[src/hw/rtl/stlfd_pkg.sv]
package stlfd_pkg;

  // file layout of a binary stl stream
  localparam int unsigned CountPos   = 80;
  localparam int unsigned HeaderLen  = 84;
  localparam int unsigned FacetLen   = 50;
  localparam int unsigned CoordStart = 12;
  localparam int unsigned CoordEnd   = 48;

  // 84 + 50 * (2^32 - 1) fits in 39 bits
  localparam int unsigned NeedW = 39;

  // result queue
  localparam int unsigned ResDepth = 4;
  localparam int unsigned ResPtrW  = $clog2(ResDepth);
  localparam int unsigned ResCntW  = $clog2(ResDepth + 1);

  typedef enum logic {
    KIND_COORD  = 1'b0,
    KIND_STATUS = 1'b1
  } kind_e;

  typedef enum logic [1:0] {
    ST_MATCH    = 2'd0,
    ST_SHORT    = 2'd1,
    ST_TRUNC    = 2'd2,
    ST_MISMATCH = 2'd3
  } status_e;

  typedef struct packed {
    kind_e       kind;
    logic [31:0] word;
    logic [31:0] facet;
    logic [1:0]  corner;
    logic [1:0]  axis;
    status_e     status;
    logic        run_end;
  } result_t;

  typedef struct packed {
    logic [1:0] cnt;
    result_t    first;
    result_t    second;
  } res_push_t;

  // word index 0..8 within the facet -> {corner, axis}
  function automatic logic [3:0] corner_axis(logic [3:0] widx);
    logic [3:0] ca;
    unique case (widx)
      4'd0:    ca = {2'd0, 2'd0};
      4'd1:    ca = {2'd0, 2'd1};
      4'd2:    ca = {2'd0, 2'd2};
      4'd3:    ca = {2'd1, 2'd0};
      4'd4:    ca = {2'd1, 2'd1};
      4'd5:    ca = {2'd1, 2'd2};
      4'd6:    ca = {2'd2, 2'd0};
      4'd7:    ca = {2'd2, 2'd1};
      4'd8:    ca = {2'd2, 2'd2};
      default: ca = 4'd0;
    endcase
    return ca;
  endfunction

endpackage

[src/hw/rtl/stlfd_if.sv]
interface stlfd_byte_if;
  logic       valid;
  logic       ready;
  logic [7:0] byte_in;
  logic       final_byte;

  modport source (output valid, output byte_in, output final_byte, input ready);
  modport sink   (input valid, input byte_in, input final_byte, output ready);
endinterface

interface stlfd_res_if;
  logic        valid;
  logic        ready;
  logic        kind;
  logic [31:0] word;
  logic [31:0] facet;
  logic [1:0]  corner;
  logic [1:0]  axis;
  logic [1:0]  status;
  logic        run_end;

  modport source (
    output valid, output kind, output word, output facet, output corner,
    output axis, output status, output run_end, input ready
  );
  modport sink (
    input valid, input kind, input word, input facet, input corner,
    input axis, input status, input run_end, output ready
  );
endinterface

[src/hw/rtl/stlfd_res_fifo.sv]
module stlfd_res_fifo
  import stlfd_pkg::*;
(
  input  logic      clk_i,
  input  logic      rst_ni,
  input  res_push_t push_i,
  output logic      room_o,
  output logic      valid_o,
  input  logic      ready_i,
  output result_t   data_o
);

  result_t              mem_q [ResDepth];
  logic [ResPtrW-1:0]   wptr_q, wptr_d, rptr_q, rptr_d;
  logic [ResCntW-1:0]   cnt_q, cnt_d;
  logic [ResPtrW-1:0]   wptr_nxt;
  logic                 pop;

  assign valid_o  = (cnt_q != '0);
  assign data_o   = mem_q[rptr_q];
  assign room_o   = (cnt_q <= ResCntW'(ResDepth - 2));
  assign pop      = valid_o && ready_i;
  assign wptr_nxt = wptr_q + 1'b1;

  always_comb begin
    wptr_d = wptr_q + ResPtrW'(push_i.cnt);
    rptr_d = pop ? rptr_q + 1'b1 : rptr_q;
    cnt_d  = cnt_q + ResCntW'(push_i.cnt) - ResCntW'(pop);
  end

  always_ff @(posedge clk_i or negedge rst_ni) begin
    if (!rst_ni) begin
      wptr_q <= '0;
      rptr_q <= '0;
      cnt_q  <= '0;
    end else begin
      wptr_q <= wptr_d;
      rptr_q <= rptr_d;
      cnt_q  <= cnt_d;
    end
  end

  always_ff @(posedge clk_i) begin
    if (push_i.cnt != 2'd0) begin
      mem_q[wptr_q] <= push_i.first;
    end
    if (push_i.cnt == 2'd2) begin
      mem_q[wptr_nxt] <= push_i.second;
    end
  end

  a_cnt_bound: assert property (@(posedge clk_i) disable iff (!rst_ni)
    cnt_q <= ResCntW'(ResDepth))
    else $error("result queue count beyond depth");

  a_no_overflow: assert property (@(posedge clk_i) disable iff (!rst_ni)
    push_i.cnt != 2'd0 |-> (ResCntW'(ResDepth) - cnt_q) >= ResCntW'(push_i.cnt))
    else $error("result queue overflow");

  a_push_at_most_two: assert property (@(posedge clk_i) disable iff (!rst_ni)
    push_i.cnt != 2'd3)
    else $error("more than two results pushed in one cycle");

endmodule

[src/hw/rtl/binary_stl_facet_deframer.sv]
// path: a byte is registered at acceptance, decoded once the result queue has room and
//   its results are then written to the result queue, whose head drives the output
// throughput: one byte per cycle while the result queue has room; a final byte that also
//   completes a coordinate makes two results, drained one per cycle while out_o is ready
// reset: asynchronous active-low; counters, count and facet state clear to zero,
//   result queue empties; after each final byte the parser state clears to zero again
module binary_stl_facet_deframer
  import stlfd_pkg::*;
#(
  parameter int unsigned BYTE_COUNT_BITS = 40
) (
  input  logic        clk_i,
  input  logic        rst_ni,
  stlfd_byte_if.sink  in_i,
  stlfd_res_if.source out_o
);

  // compare width for file length against needed length
  localparam int unsigned CmpW = (BYTE_COUNT_BITS > NeedW) ? BYTE_COUNT_BITS : NeedW;

  // input register
  logic       in_valid_q;
  logic [7:0] byte_q;
  logic       final_q;

  // parser state
  logic [BYTE_COUNT_BITS-1:0] bytes_seen_q, bytes_seen_d;
  logic [31:0]                claimed_q, claimed_d;
  logic [23:0]                partial_q, partial_d;
  logic [5:0]                 facet_off_q, facet_off_d;
  logic [31:0]                facet_num_q, facet_num_d;

  logic                       accept_in;
  logic                       consume;
  logic                       room;
  logic [BYTE_COUNT_BITS-1:0] seen_inc;
  logic [5:0]                 rel;
  logic [3:0]                 ca;
  logic                       emit_word;
  logic [NeedW-1:0]           needed;
  logic [CmpW-1:0]            len_x, need_x;
  result_t                    word_res, stat_res, head;
  res_push_t                  push;

  assign accept_in = in_i.valid && in_i.ready;
  // a byte leaves the input register only when the queue can take two results
  assign consume   = in_valid_q && room;
  assign in_i.ready = !in_valid_q || consume;

  always_ff @(posedge clk_i or negedge rst_ni) begin
    if (!rst_ni) begin
      in_valid_q <= 1'b0;
    end else if (accept_in) begin
      in_valid_q <= 1'b1;
    end else if (consume) begin
      in_valid_q <= 1'b0;
    end
  end

  always_ff @(posedge clk_i) begin
    if (accept_in) begin
      byte_q  <= in_i.byte_in;
      final_q <= in_i.final_byte;
    end
  end

  // decode one byte
  always_comb begin
    claimed_d   = claimed_q;
    partial_d   = partial_q;
    facet_off_d = facet_off_q;
    facet_num_d = facet_num_q;
    emit_word   = 1'b0;
    rel         = facet_off_q - 6'(CoordStart);
    ca          = corner_axis(rel[5:2]);

    // saturating byte counter
    seen_inc     = (bytes_seen_q == '1) ? bytes_seen_q : bytes_seen_q + 1'b1;
    bytes_seen_d = seen_inc;

    if (bytes_seen_q >= BYTE_COUNT_BITS'(CountPos) &&
        bytes_seen_q <  BYTE_COUNT_BITS'(HeaderLen)) begin
      // count bytes, little-endian; 80 is a multiple of 4 so the low bits give the lane
      claimed_d = claimed_q | (32'(byte_q) << {bytes_seen_q[1:0], 3'b000});
    end else if (bytes_seen_q >= BYTE_COUNT_BITS'(HeaderLen) &&
                 facet_num_q < claimed_q) begin
      if (facet_off_q >= 6'(CoordStart) && facet_off_q < 6'(CoordEnd)) begin
        if (rel[1:0] == 2'd3) begin
          emit_word = 1'b1;
          partial_d = '0;
        end else begin
          partial_d = partial_q | (24'(byte_q) << {rel[1:0], 3'b000});
        end
      end
      if (facet_off_q >= 6'(FacetLen - 1)) begin
        facet_off_d = '0;
        facet_num_d = facet_num_q + 1'b1;
      end else begin
        facet_off_d = facet_off_q + 1'b1;
      end
    end

    // end-of-file status, from the length including this byte
    needed = NeedW'(HeaderLen) + NeedW'(claimed_d) * NeedW'(FacetLen);
    len_x  = CmpW'(seen_inc);
    need_x = CmpW'(needed);

    word_res.kind    = KIND_COORD;
    word_res.word    = {byte_q, partial_q};
    word_res.facet   = facet_num_q;
    word_res.corner  = ca[3:2];
    word_res.axis    = ca[1:0];
    word_res.status  = ST_MATCH;
    word_res.run_end = !final_q;

    stat_res.kind    = KIND_STATUS;
    stat_res.word    = '0;
    stat_res.facet   = claimed_d;
    stat_res.corner  = '0;
    stat_res.axis    = '0;
    stat_res.run_end = 1'b1;
    priority if (len_x < CmpW'(HeaderLen)) begin
      stat_res.status = ST_SHORT;
      stat_res.facet  = '0;
    end else if (len_x == need_x) begin
      stat_res.status = ST_MATCH;
    end else if (claimed_d != '0 && need_x > len_x) begin
      stat_res.status = ST_TRUNC;
    end else begin
      stat_res.status = ST_MISMATCH;
    end

    // final byte: back to reset state for the next file
    if (final_q) begin
      bytes_seen_d = '0;
      claimed_d    = '0;
      partial_d    = '0;
      facet_off_d  = '0;
      facet_num_d  = '0;
    end

    // word goes first when both come from one byte
    push.cnt    = consume ? (2'(emit_word) + 2'(final_q)) : 2'd0;
    push.first  = emit_word ? word_res : stat_res;
    push.second = stat_res;
  end

  always_ff @(posedge clk_i or negedge rst_ni) begin
    if (!rst_ni) begin
      bytes_seen_q <= '0;
      claimed_q    <= '0;
      partial_q    <= '0;
      facet_off_q  <= '0;
      facet_num_q  <= '0;
    end else if (consume) begin
      bytes_seen_q <= bytes_seen_d;
      claimed_q    <= claimed_d;
      partial_q    <= partial_d;
      facet_off_q  <= facet_off_d;
      facet_num_q  <= facet_num_d;
    end
  end

  // result queue, two-entry push, one-entry pop
  stlfd_res_fifo u_res_fifo (
    .clk_i   (clk_i),
    .rst_ni  (rst_ni),
    .push_i  (push),
    .room_o  (room),
    .valid_o (out_o.valid),
    .ready_i (out_o.ready),
    .data_o  (head)
  );

  assign out_o.kind    = head.kind;
  assign out_o.word    = head.word;
  assign out_o.facet   = head.facet;
  assign out_o.corner  = head.corner;
  assign out_o.axis    = head.axis;
  assign out_o.status  = head.status;
  assign out_o.run_end = head.run_end;

  a_offset_range: assert property (@(posedge clk_i) disable iff (!rst_ni)
    facet_off_q < 6'(FacetLen))
    else $error("facet offset out of range");

  a_final_clears: assert property (@(posedge clk_i) disable iff (!rst_ni)
    consume && final_q |=> bytes_seen_q == '0 && facet_num_q == '0 && claimed_q == '0)
    else $error("state not cleared after final beat");

  a_status_ends_run: assert property (@(posedge clk_i) disable iff (!rst_ni)
    out_o.valid && out_o.kind == KIND_STATUS |-> out_o.run_end)
    else $error("status result without run end");

endmodule
[src/flat_wrapper.sv]
// flat-port wrapper written by rule: the top's interface ports become plain ports
module binary_stl_facet_deframer_flat import stlfd_pkg::*;
#(
  parameter int unsigned BYTE_COUNT_BITS = 40
)
  (clk_i, rst_ni, in_i_valid, in_i_byte_in, in_i_final_byte, in_i_ready, out_o_valid, out_o_kind, out_o_word, out_o_facet, out_o_corner, out_o_axis, out_o_status, out_o_run_end, out_o_ready);
  stlfd_byte_if in_i_i ();
  stlfd_res_if out_o_i ();
  input  logic clk_i;
  input  logic rst_ni;
  input wire logic [$bits(in_i_i.valid)-1:0] in_i_valid;
  input wire logic [$bits(in_i_i.byte_in)-1:0] in_i_byte_in;
  input wire logic [$bits(in_i_i.final_byte)-1:0] in_i_final_byte;
  output wire logic [$bits(in_i_i.ready)-1:0] in_i_ready;
  output wire logic [$bits(out_o_i.valid)-1:0] out_o_valid;
  output wire logic [$bits(out_o_i.kind)-1:0] out_o_kind;
  output wire logic [$bits(out_o_i.word)-1:0] out_o_word;
  output wire logic [$bits(out_o_i.facet)-1:0] out_o_facet;
  output wire logic [$bits(out_o_i.corner)-1:0] out_o_corner;
  output wire logic [$bits(out_o_i.axis)-1:0] out_o_axis;
  output wire logic [$bits(out_o_i.status)-1:0] out_o_status;
  output wire logic [$bits(out_o_i.run_end)-1:0] out_o_run_end;
  input wire logic [$bits(out_o_i.ready)-1:0] out_o_ready;
  assign in_i_i.valid = in_i_valid;
  assign in_i_i.byte_in = in_i_byte_in;
  assign in_i_i.final_byte = in_i_final_byte;
  assign in_i_ready = in_i_i.ready;
  assign out_o_valid = out_o_i.valid;
  assign out_o_kind = out_o_i.kind;
  assign out_o_word = out_o_i.word;
  assign out_o_facet = out_o_i.facet;
  assign out_o_corner = out_o_i.corner;
  assign out_o_axis = out_o_i.axis;
  assign out_o_status = out_o_i.status;
  assign out_o_run_end = out_o_i.run_end;
  assign out_o_i.ready = out_o_ready;
  binary_stl_facet_deframer #(.BYTE_COUNT_BITS(BYTE_COUNT_BITS)) u_core (.clk_i(clk_i), .rst_ni(rst_ni), .in_i(in_i_i), .out_o(out_o_i));
endmodule
[config.mk]
export PLATFORM = sky130hd
export DESIGN_NAME = binary_stl_facet_deframer_flat
export DESIGN_NICKNAME = d
export VERILOG_FILES = /design/src/hw/rtl/stlfd_pkg.sv /design/src/hw/rtl/stlfd_if.sv /design/src/hw/rtl/stlfd_res_fifo.sv /design/src/hw/rtl/binary_stl_facet_deframer.sv /design/src/flat_wrapper.sv
export SDC_FILE = /design/constraint.sdc
export NUM_CORES = 1
export LEC_CHECK = 0
export BUFFER_PORTS_ARGS = -buffer_cell sky130_fd_sc_hd__buf_2
export CORE_MARGIN = 4
export CORE_UTILIZATION = 57
export CTS_CLUSTER_DIAMETER = 50
export DETAILED_ROUTE_END_ITERATION = 10
export PLACE_DENSITY = 0.79
export SYNTH_ARGS = -nofsm -noshare
export SYNTH_HDL_FRONTEND = slang
export SYNTH_SLANG_ARGS = --single-unit
[constraint.sdc]
create_clock -name clk_i -period 8.45 [get_ports clk_i]
set_clock_uncertainty 0.2 [all_clocks]
set_input_delay 1.2675 -clock clk_i [delete_from_list [all_inputs] [get_ports clk_i]]
set_output_delay 1.2675 -clock clk_i [all_outputs]
set_load 0.005 [all_outputs]
# Yosys cells after proc, flatten, opt, wreduce, memory -nomap -nowiden
# Memories as Yosys holds them, arrays and structs flattened.
# Cells that the tools add are included.
# word_totals
register_bits	151
latch_bits	0
ram_bits	288
mem_bits_ro	64
input_bits	13
out_inout_bits	74
word_cells	97
memories	2
# memory_table
memory	words	word_bits	rd	rd_ports_with_merged_regs	wr	line_no	rtl
u_core.u_res_fifo.mem_q	4	72	1	0	2	stlfd_res_fifo.sv:13	result_t mem_q [ResDepth];
(no name shown)	16	4	1	0	0	stlfd_pkg.sv:49	unique case (widx)
# classes
n_addsub	11
multipliers	1
div	0
magnitude_cmp	10
eq_ne	5
shift	2
mux	33
n_bitwise	2
reduce_logical	20
# op_table
cell	count
$mux 32	7
$mux 24	5
$ge 40x7->1 const B	2
$lt 40x7->1 const B	2
$mux 40	2
$mux 72	1
$add 40x1->40 const B	1
$eq 40x39->1	1
$eq 40x40->1 const B	1
$gt 39x40->1	1
$add 7x38->39 const A	1
$mul 32x5->37 const B	1
$add 32x1->32 const B	1
$lt 32x32->1	1
$or 32x32->32	1
$reduce_bool 32->1	1
$shl 8x5->32	1
$mux 6	4
$or 24x24->24	1
$shl 8x5->24	1
$mux 1	11
$reduce_bool 2->1	5
$reduce_and 4->1	2
$logic_and 1x1->1	7
18 further kinds	23

# Depth between registers and ports, before layout
# logic_depth
word_depth	11
depth_mapped	36
ltp_nobuf	34

# Modules after synthesis
# A second synthesis with hierarchy kept.
# unflattened
cells_unflattened	2499
hier_area_um2	29452.0
# by_module_without_submodules
mod	instances	cells_each	area_each_um2	seq_area_each_um2
stlfd_res_fifo	1	737	14858.0	8823.5
binary_stl_facet_deframer	1	1762	14594.0	3648.5

# Worst setup path before layout
# No wires, ideal clock.
# synth_timing
path_type	register -> register
from	register u_core.bytes_seen_q[7]
to	memory u_core.u_res_fifo.mem_q[1][1] in the netlist's numbering (data pin)
setup_ps	256
arrival_ps	7861
t_required_ps	7994
slack_ps	133
stages_incl_launch_ff	34
synth_period_minus_slack_ps	8317
path_cell_list	dfrtp_1 buf_4 nor4_2 nand4_1 nor3_1 nand2_1 nor3_1 nand2_1 nand2_1 ha_1 ha_1 inv_1 fa_1 inv_1 ha_1 buf_2 a21oi_1 o21ai_0 a221o_1 nor3_1 nor2_1 xnor2_1 nor4b_2 nand4b_1 nor3_1 and3b_1 ha_1 nand4_1 nor4_1 or4b_2 a211o_1 a31oi_1 o311a_1 nor2_1
# synth_rtl
item	line_no	rtl
start, declared	binary_stl_facet_deframer.sv:27	logic [BYTE_COUNT_BITS-1:0] bytes_seen_q, bytes_seen_d;
start signal, assigned	binary_stl_facet_deframer.sv:156	bytes_seen_q <= bytes_seen_d;
end, declared	stlfd_res_fifo.sv:13	

==> run_results.csv <==
group,metric,value,unit
routing,drc,0,
critical_path,start_kind,"register",
timing,post-route-period-util,98.7,%
finish,layout_commonest_cell,"nand2_1",
floorplan,start_util,58.1,%
grt,grt.total_usage,30.3,%
clocking,htreeDepth,2,
placed_design,dp_slack,-0.345,ns
clocking,cts_tree,"yes",
timing,tightest_slew,1.26,ns
routing,firstDrtPassIters,6,
grt,grt_overflow,0,
finish,most-common-layout-cells,"325 x nand2_1, 227 x buf_4, 181 x ha_1, 160 x a22o_1, 152 x dfxtp_1",
timing,slew_headroom,16.1,%
routing,drtIter0Drc,2630,
timing,drv_slew,0,
grt,grt_pass1_wl,122000,microns
placed_design,place_hpwl,53000,microns
placed_design,gp_congestion,0.963,
routing,ant_nets,0,
timing,fin_crit,8.34,ns
critical_path,timing.rr.end,"u_core.u_res_fifo.mem_q[3][1]$_DFFE_PP_",
floorplan,die_h,224,microns
timing,setup_viol,0,
routing,vias,22900,
synthesis,synth_ff_type,"dfxtp_1",
finish,nets,3121,
synthesis,synth.distinct_cells,85,
pwr,cellPowerDensity,194,nW/um^2
min_path,whs_endpoint,"u_core.u_res_fifo.mem_q[3][71]$_SDFFE_PP1P_",
critical_path,critPathKind,"register to register",
clocking,holdBufCountCts,0,
grt,grt_pass1_vias,22400,
clocking,clockBufferDepth,3,
clocking,clk_latency,0.59,ns
routing,via_per_inst,6.50,
critical_path,required,8.59,ns
finish,diodes,0,
clocking,clockRootBuffer,"clkbuf_16",
critical_path,worstPathArrival,8.48,ns
critical_path,rrSetupSlack,0.11,ns
finish,area_delta_synth_final,16.7,%
status,outcome,"completed",
synthesis,syn_area,26500,sq um
finish,drive_above_1_share,21.0,%
placed_design,io_buffers,86,
critical_path,cp_common_cell,"buf_4",
clocking,path_clk_slew,0.06,ns
floorplan,dieWidth,224,microns
pwr,ir_drop,0.236,mV
synthesis,ys_ff_latch,439,
job,cap_viol_max_count,0,
critical_path,r2r_cells,35,
min_path,hold_depth,2,
floorplan,die-area,50100,sq um
floorplan,io_pins,87,
critical_path,cpPeakStageDelay,0.53,ns
critical_path,worstSetupEndpointType,"register",
timing,timing.final.hold_violations,0,
synthesis,yosys_warnings,0,
synthesis,syn_nets,2923,
finish,final_cell_area,31000,sq um
grt,antenna_found_initial,0,
routing,wire_per_inst,22.7,microns
floorplan,core_area,45700,sq um
synthesis,ys_async_sr_fraction,32.3,%
synthesis,synth.avg_cell_area,9.90,sq um
synthesis,synth_edf_count,145,
timing,fin_ws,0.110,ns
clocking,clock_sinks,439,
routing,totalWireLength,79700,microns
min_path,hold_path.class,"register to register",
critical_path,crit_fanout,6,
synthesis,yosysSeqAreaShare,41.3,%
synthesis,synth_cells,2681,
placed_design,dpl_cell_area,28500,sq um
timing,max_freq,120,MHz
floorplan,rows,78,
finish,num-fill-cells,3322,
clocking,numCtsBuffers,46,
pwr,leakage,0.0131,uW
critical_path,crit_slowest_cell,"fa_1",
critical_path,timing.rr.start,"u_core.bytes_seen_q[18]$_DFFE_PN0P_",
grt,grt_max_degree,80,
min_path,hp-start,"u_core.u_res_fifo.mem_q[3][71]$_SDFFE_PP1P_",
[through the flow]
stage                     setup TNS, ns  total power [uW]  util (%)  cells  hold slack, ns
after floorplan                       0              3520         -   2681           0.219
after global placement          -0.0700              4000      62.5   3394           0.229
after detailed placement          -2.16              4050      62.5   3394           0.239
after CTS                             0              6010      65.9   3483           0.243
after global routing              -1.33              6240      67.8   3516           0.262
final                                 0              6010      67.8   3516           0.243
[kinds of logic (layout without fill, tap and decap cells)]
family / count (synthesis) / count (layout) / synth area share (%)
AO/OA/AOI/OAI: 646 / 646 / 16.0
XOR/XNOR: 123 / 123 / 4.06
adder cells (fa/ha/maj): 230 / 230 / 11.6
buffers and inverters: 310 / 545 / 4.66
flip-flops: 439 / 439 / 41.3
multiplexers: 97 / 97 / 7.06
AND/OR/NAND/NOR: 836 / 836 / 15.3
[power breakdown]
group | switching, uW | total, uW | internal [uW]
Combinational | 808 | 1350 | 544
Clock | 869 | 1980 | 1110
Sequential | 284 | 2680 | 2400
Total | 1960 | 6010 | 4050
[worst max-delay path, delay by kind of cell (launching register included)]
family	cells	cell delay, ns
AOI/OAI and AO/OA	7	1.45
xor gates and xnor gates	1	0.11
buffers and inverters	8	1.21
adders and majority gates	5	1.57
DFF	1	0.40
and+or+nand+nor	14	3.16
[flip-flops by register name (all words and copies together), names as in the netlist, 3 cells and up]
name	count
u_core.claimed_q	32
u_core.facet_num_q	32
u_core.u_res_fifo.mem_q	288
u_core.u_res_fifo.cnt_q	3
u_core.bytes_seen_q	40
u_core.partial_q	24
u_core.facet_off_q	6
u_core.byte_q	8
[area by class of cell]
class                   instances  area (sq um)  area share, %
flip-flops and latches        439         11000           35.4
clock buffers                  66          1260           4.08
multi-input cells            1932         15100           48.7
clock inverters                19           186          0.602
well taps                     600           751           2.42
repair buffers                317          2190           7.09
inverters                     143           539           1.74
[what timing repair did]
item	CTS	global route
gates resized for setup	12	123
pin swaps	6	69
buffers inserted	4	33
endpoints found under the setup margin	8	8
hold endpoints to repair	0	0
[synth_stat cells (all sizes together) (31+ instances only)]
library cell | instances | area [sq um]
dfrtp | 142 | 3550
edfxtp | 145 | 4350
nor4 | 31 | 228
buf | 52 | 268
a21o | 39 | 293
nor3 | 42 | 215
inv | 141 | 529
nand4 | 53 | 353
nand2 | 347 | 1310
clkbuf | 115 | 432
a22o | 160 | 1400
o21ai | 247 | 1240
nor2 | 148 | 563
dfxtp | 152 | 3040
xnor2 | 65 | 569
ha | 201 | 2510
nand3 | 68 | 350
mux4 | 72 | 1620
xor2 | 58 | 508
a21oi | 101 | 509
[layer usage]
layer / vias up / GRT usage (%) / part of all wire, %
met5: - / 0 / 0
met4: 0 / 13.7 / 4.7
met1: 11200 / 39.9 / 39
li1: 10100 / - / -
met2: 1293 / 49.8 / 48
met3: 254 / 4.70 / 8.5
[worst max path at each step]
| stage | start | end | cells after the start | slack [ns] |
|---|---|---|---|---|
| floorplan | u_core.bytes_seen_q[7]$_DFFE_PN0P_ | u_core.u_res_fifo.mem_q[1][1]$_DFFE_PP_ | 33 | 0.13 |
| global placement | u_core.bytes_seen_q[34]$_DFFE_PN0P_ | u_core.u_res_fifo.mem_q[1][1]$_DFFE_PP_ | 32 | -0.02 |
| detailed placement | u_core.bytes_seen_q[34]$_DFFE_PN0P_ | u_core.u_res_fifo.mem_q[3][1]$_DFFE_PP_ | 33 | -0.34 |
| CTS | u_core.bytes_seen_q[36]$_DFFE_PN0P_ | u_core.u_res_fifo.mem_q[3][1]$_DFFE_PP_ | 34 | 0.04 |
| global route | u_core.bytes_seen_q[18]$_DFFE_PN0P_ | u_core.u_res_fifo.mem_q[3][1]$_DFFE_PP_ | 35 | -0.22 |
| finish | u_core.bytes_seen_q[18]$_DFFE_PN0P_ | u_core.u_res_fifo.mem_q[3][1]$_DFFE_PP_ | 35 | 0.11 |
No activity file was read; power rests on OpenSTA's default activity.
